$ cat src/rtl/bsoi_pkg.sv
`timescale 1ns / 1ps

package bsoi_pkg;

    localparam int DEPTH_DEF = 64;
    localparam int VAL_W     = 32;
    localparam int POS_W     = 7;
    localparam int OP_W      = 3;
    localparam int ST_W      = 3;

    typedef enum logic [OP_W-1:0] {
        OP_PUSH  = 3'd0,
        OP_POP   = 3'd1,
        OP_ORD   = 3'd2,
        OP_POS   = 3'd3,
        OP_DEL   = 3'd4,
        OP_CLEAR = 3'd5
    } op_t;

    typedef enum logic [ST_W-1:0] {
        ST_OK       = 3'd0,
        ST_EMPTY    = 3'd1,
        ST_BADPOS   = 3'd2,
        ST_FULL     = 3'd3,
        ST_NOTFOUND = 3'd4
    } status_t;

    typedef enum logic [1:0] {
        CM_HOLD,
        CM_INS,
        CM_DEL,
        CM_POP
    } cell_mode_t;

    typedef enum logic [1:0] {
        IK_TOP,
        IK_ORD,
        IK_POS
    } ins_kind_t;

    typedef struct packed {
        cell_mode_t mode;
        ins_kind_t  kind;
    } cell_cmd_t;

endpackage

$ cat src/rtl/bsoi_cell.sv
`timescale 1ns / 1ps

module bsoi_cell
    import bsoi_pkg::*;
#(
    parameter int IDX   = 0,
    parameter int CNT_W = 7,
    parameter int CMP_W = 14
) (
    input  logic                    aclk,
    input  cell_cmd_t               cmd,
    input  logic signed [VAL_W-1:0] value,
    input  logic        [POS_W-1:0] position,
    input  logic        [CNT_W-1:0] count,
    input  logic signed [VAL_W-1:0] above_data,
    input  logic signed [VAL_W-1:0] below_data,
    input  logic                    found_in,
    output logic                    found_out,
    output logic signed [VAL_W-1:0] data,
    output logic signed [VAL_W-1:0] data_next
);

    localparam logic IS_TOP = (IDX == 0);

    logic signed [VAL_W-1:0] data_reg;
    logic                    live;
    logic                    hit_ins;
    logic                    hit;

    always_comb begin
        live = CMP_W'(count) > CMP_W'(IDX);
        case (cmd.kind)
            IK_TOP:  hit_ins = IS_TOP;
            IK_ORD:  hit_ins = !live || !(data_reg < value);
            IK_POS:  hit_ins = CMP_W'(position) == CMP_W'(IDX + 1);
            default: hit_ins = 1'b0;
        endcase
        case (cmd.mode)
            CM_INS:  hit = hit_ins;
            CM_DEL:  hit = live && (data_reg == value);
            default: hit = 1'b0;
        endcase
        found_out = found_in | hit;
        case (cmd.mode)
            CM_INS: begin
                if (found_in) begin
                    data_next = above_data;
                end else if (hit) begin
                    data_next = value;
                end else begin
                    data_next = data_reg;
                end
            end
            CM_DEL: begin
                data_next = (found_in || hit) ? below_data : data_reg;
            end
            CM_POP:  data_next = below_data;
            default: data_next = data_reg;
        endcase
    end

    always_ff @(posedge aclk) begin
        data_reg <= data_next;
    end

    assign data = data_reg;

endmodule

$ cat config.mk
export PLATFORM = sky130hd
export DESIGN_NAME = bsoi_cell
export DESIGN_NICKNAME = d
export VERILOG_FILES = /design/src/rtl/bsoi_pkg.sv /design/src/rtl/bsoi_cell.sv
export SDC_FILE = /design/constraint.sdc
export NUM_CORES = 1
export LEC_CHECK = 0
export ABC_AREA = 1
export BUFFER_PORTS_ARGS = -buffer_cell sky130_fd_sc_hd__buf_4
export CORE_MARGIN = 5
export CORE_UTILIZATION = 30
export DETAILED_ROUTE_END_ITERATION = 10
export PLACE_DENSITY = 0.62
export SLEW_MARGIN = 20
export SYNTH_ARGS = -nofsm -noshare
export SYNTH_HDL_FRONTEND = slang
export SYNTH_SLANG_ARGS = --single-unit
export TNS_END_PERCENT = 20
$ cat constraint.sdc
create_clock -name aclk -period 8.6 [get_ports aclk]
set_clock_uncertainty 0.2 [all_clocks]
set_input_delay 2.15 -clock aclk [delete_from_list [all_inputs] [get_ports aclk]]
set_output_delay 2.15 -clock aclk [all_outputs]
set_load 0.05 [all_outputs]
Yosys cells after proc, flatten, opt, wreduce, memory -nomap -nowiden
Cells that the tools add are included.
Operators by class
  add/sub/neg operators: 0
  multipliers: 0
  div/mod/pow operators: 0
  magnitude comparators: 2
  eq/ne operators: 7
  shift-type cells: 0
  multiplexer cells: 6
  bitwise gates (word level): 1
  reductions and logical operators: 6
Operator list (count)
  $mux 32: 3
  $pmux 32 s3: 1
  $eq 32x32->1: 1
  $lt 32x32->1: 1
  $eq 7x1->1 const B: 1
  $gt 7x1->1 const B: 1
  $eq 2x2->1 const B: 3
  $eq 2x1->1 const B: 2
  $pmux 1 s3: 1
  $logic_not 1->1: 2
  $logic_not 2->1: 1
  $logic_or 1x1->1: 2
  $pmux 1 s2: 1
  $logic_and 1x1->1: 1
  $or 1x1->1: 1
Storage, ports and cells
  bits in registers: 32
  latch bits: 0
  bits in writable memories: 0
  memory bits (read-only): 0
  input port bits: 116
  output and inout port bits: 65
  logic and storage cells: 23
  memories kept: 0

Depth between registers and ports, before layout
  depth after elaboration: 8
  gate-level depth with buffers: 25
  mapped depth without buffers: 24

Least setup slack after synthesis
OpenSTA, ideal clock, no wires.
  path kind: in2out
  from: in value[31]
  to: out data_next[10]
  arrival: 4.555 ns
  data required time: 6.250 ns
  path slack: 1.695 ns
  stages: 21
  path buffers: 1
  path through: inv_1 -> ha_1 -> nand2_1 -> nor2_2 -> nand2_2 -> nor3_2 -> nand2_1 -> nand4_1 -> nand2_1 -> nand3_1 -> nand2_1 -> nand2_4 -> nand2_4 -> nand2_4 -> buf_6 -> nand2_1 -> nand2_1 -> nand2_1 -> nand2_1 -> nor2_1 -> nor2_1
On the way
  longest elaborated chain between the ends: 8
  elaborated cells between the ends (all ways): 12
  those cells by class: order compare (1); eq/ne (1); mux (6); reduce/logical (4)
RTL lines
  start, declared: RTL line bsoi_cell.sv:12  | input logic signed [VAL_W-1:0] value,
  $lt 32x32->1: RTL line bsoi_cell.sv:34  | IK_ORD: hit_ins = !live || !(data_reg < value);
  $logic_not 1->1: RTL line bsoi_cell.sv:34
  $logic_or 1x1->1: RTL line bsoi_cell.sv:34
  $pmux 1 s3: RTL line bsoi_cell.sv:32  | case (cmd.kind)
  $pmux 1 s2 *: RTL line bsoi_cell.sv:38  | case (cmd.mode)
  $mux 32 or $logic_or 1x1->1 (tied branches): RTL line bsoi_cell.sv:48, bsoi_cell.sv:55
  $mux 32, on equally long branches: RTL line bsoi_cell.sv:46, bsoi_cell.sv:55
  $pmux 32 s3 *: RTL line bsoi_cell.sv:44  | case (cmd.mode)
  end, declared: RTL line bsoi_cell.sv:20  | output logic signed [VAL_W-1:0] data_next
Every way passes the cells marked *; elsewhere a longest branch is shown, timed or not.

Worst setup path in the final report
  from: in value[31]
  to: out data_next[1]
Same word-level chain as after synthesis.

==> results.sh <==
export IMPL_async_flop_share_pct=0
export IMPL_p_leak_nw=3.22
export IMPL_syn_inst=721
export IMPL_ys_flop_type="dfxtp_1"
export IMPL_vdd_drop_max_mv=0.0956
export IMPL_die_h_um=124
export IMPL_vias_per_cell=4.74
export IMPL_fillerInstances=1392
export IMPL_cts_sinks=32
export IMPL_grt_overflow=0
export IMPL_yosysSeqAreaShare_pct=16.4
export IMPL_totalWireLength_um=15100
export IMPL_die_x_um=124
export IMPL_place_inst=1040
export IMPL_mappedNetlistArea_um2=3900
export IMPL_seq_area_um2=641
export IMPL_yosys_cell_types_count=24
export IMPL_crit_chain="buf_4, inv_1, ha_1, nand2_1, nor2_2, nand2_2, nor3_2, nand2_1, nand4_1, nand2_1, nand3_1, nand2_1, nand2_4, nand2_4, nand2_4, nand2_1, nand2_1, nand2_1, nand2_1, nor2_1, nor2_1, buf_4"
export IMPL_antenna_found_initial=0
export IMPL_n_antenna_cell=0
export IMPL_status="finished, final reports clean"
export IMPL_nets=1027
export IMPL_gp_congestion=0.784
export IMPL_drt_iter0_drc=373
export IMPL_yosys_area_top_type="nand2_1"
export IMPL_routedWlPerCell_um=14.4
export IMPL_clk_latency_ns=0.29
export IMPL_path_class="primary input to primary output"
export IMPL_cpPeakStageDelay_ns=0.48
export IMPL_layout_drive_gt1_share_pct=25.1
export IMPL_syn_nets=873
export IMPL_max_freq_mhz=127
export IMPL_die_area_um2=15400
export IMPL_grt_pass1_wl_um=23700
export IMPL_setup_viol=0
export IMPL_clockBufferDepth=2
export IMPL_synth_seq_cells=32
export IMPL_cp_common_cell="nand2_1"
export IMPL_clock_root_buffer="clkbuf_16"
export IMPL_crit_required_ns=6.25
export IMPL_worstSetupStartpointType="primary input"
export IMPL_crit_path_end_kind="primary output"
export IMPL_ctsHoldBuffers=0
export IMPL_path_clk_slew_ns=0.06
export IMPL_placementRows=41
export IMPL_first_pass_iters=7
export IMPL_core_region_area_um2=12700
export IMPL_num_vias=4965
export IMPL_area_delta_synth_final_pct=40.6
export IMPL_grt_pass1_vias=4655
export IMPL_rsz0062_at_grt="no"
export IMPL_drv_cap=0
export IMPL_layout_min_cycle_time_ns=7.85
export IMPL_avgSynthCellArea_um2=5.41
export IMPL_crit_path_top_delay_cell="nand2_4"
export IMPL_multi_input_area_um2=2750
export IMPL_powerDensity_nw_per_um2=151
export IMPL_synth_edf_count=0
export IMPL_place_detailed_hpwl_um=10900
export IMPL_grt_usage_pct=19.8
export IMPL_hp_class="register to register"
export IMPL_hold_viol_final=0
export IMPL_start_util_pct=30.8
export IMPL_ioPinCount=181
export IMPL_synth_top_area_share_pct=23.5
export IMPL_fin_crit_sh_pct=91.3
export IMPL_cts_buffers=5
export IMPL_yosys_warnings=0
export IMPL_stdcell_count=1047
export IMPL_drv_slew=0
export IMPL_relSlewSlack_pct=52.3
export IMPL_synthTopCellsByArea="nand2_1 23%, dfxtp_1 16%, nand3_1 14%"
export IMPL_ff2ff_setup_slack_ns=4.98
export IMPL_postCtsSetupRepairBufs=0
export IMPL_arrival_ns=5.50
export IMPL_cts_tree="done"
export IMPL_cts_repair_resized=0
export IMPL_ant_nets=0
export IMPL_grt_max_degree=65
export IMPL_drt_drc_violations_left=0
export IMPL_largest_reg_flops=32
export IMPL_htree_levels=2
export IMPL_io_buffer_count=180
export IMPL_worst_path_max_fanout=33
export IMPL_tns_ns=0
export IMPL_worstMarginPinSlew_ns=0.715
==> synth_stat cells (all sizes together), types with 2 or more instances <==
cell type	instances
nor2	82
a21o	4
a21oi	54
nand2	248
dfxtp	32
buf	14
nor4	2
ha	36
inv	86
clkbuf	26
or2	20
nand3	110
nand4	2
==> report_power, final <==
part | leakage [nW] | switching (mW) | internal, mW | total, mW
combinational | 2.88 | 0.290 | 0.152 | 0.442
sequential | 0.269 | 0.0243 | 0.169 | 0.193
clock | 0.0760 | 0.0731 | 0.122 | 0.195
total | 3.22 | 0.387 | 0.442 | 0.829
==> layer usage <==
| layer | global-route usage, % | up-vias | wire length, µm | part of all wire, % |
|---|---|---|---|---|
| met5 | 0 | - | 0 | 0 |
| met4 | 5.27 | 0 | 197 | 1.3 |
| met3 | 4.31 | 17 | 1160 | 7.6 |
| met2 | 32.2 | 181 | 6850 | 45 |
| met1 | 26.5 | 2194 | 6920 | 46 |
| li1 | - | 2573 | - | - |
==> worst paths after layout <==
path         startpoint           end  cells after the start
min             data[5]       data[5]                      2
max           value[31]  data_next[1]                     22
max reg2reg    data[31]       data[1]                     19
min reg2reg     data[5]       data[5]                      2
==> critical path: cells and delay by family <==
kind	cells	cell delay, ns
adder cells (fa/ha/maj)	1	0.34
buffers and inverters	3	0.34
AND/OR/NAND/NOR	18	2.61
==> layout make-up <==
cell class	instances	share of cell area, %
well taps	172	3.92
clock buffers	7	2.78
inverters	87	5.95
multi-input cells	562	50.1
flip-flops and latches	32	11.7
repair buffers	187	25.6
==> logic make-up (layout without fill, tap and decap cells) <==
family	after synthesis	after routing	share of synthesized area, %
flops	32	32	16.4
compound gates	59	59	7.88
fa+ha+maj	36	36	11.5
simple gates	467	467	51.1
buf+inv	127	281	13.1
==> cell usage in the layout, fill, tap and decap left out, types with 5 or more instances in the layout <==
cell	n
or2_2	20
dfxtp_1	32
clkbuf_16	5
ha_1	36
nor2_1	81
a21oi_1	54
buf_4	187
nand3_1	110
nand2_1	244
inv_1	86
==> per-stage QoR <==
stage / power, mW / hold slack (ns) / instance area [µm²] / worst slack [ns] / util, %
after global routing: 0.887 / 0.373 / 5490 / 0.321 / 43.3
after CTS: 0.840 / 0.349 / 5490 / 0.706 / 43.3
after floorplan: 0.488 / 0.777 / 3900 / 1.69 / -
after detailed placement: 0.639 / 0.337 / 5340 / 0.715 / 42.1
after global placement: 0.638 / 0.341 / 5340 / 0.704 / 42.1
final: 0.829 / 0.346 / 5490 / 0.750 / 43.3
(Power assumes the default switching activity.)
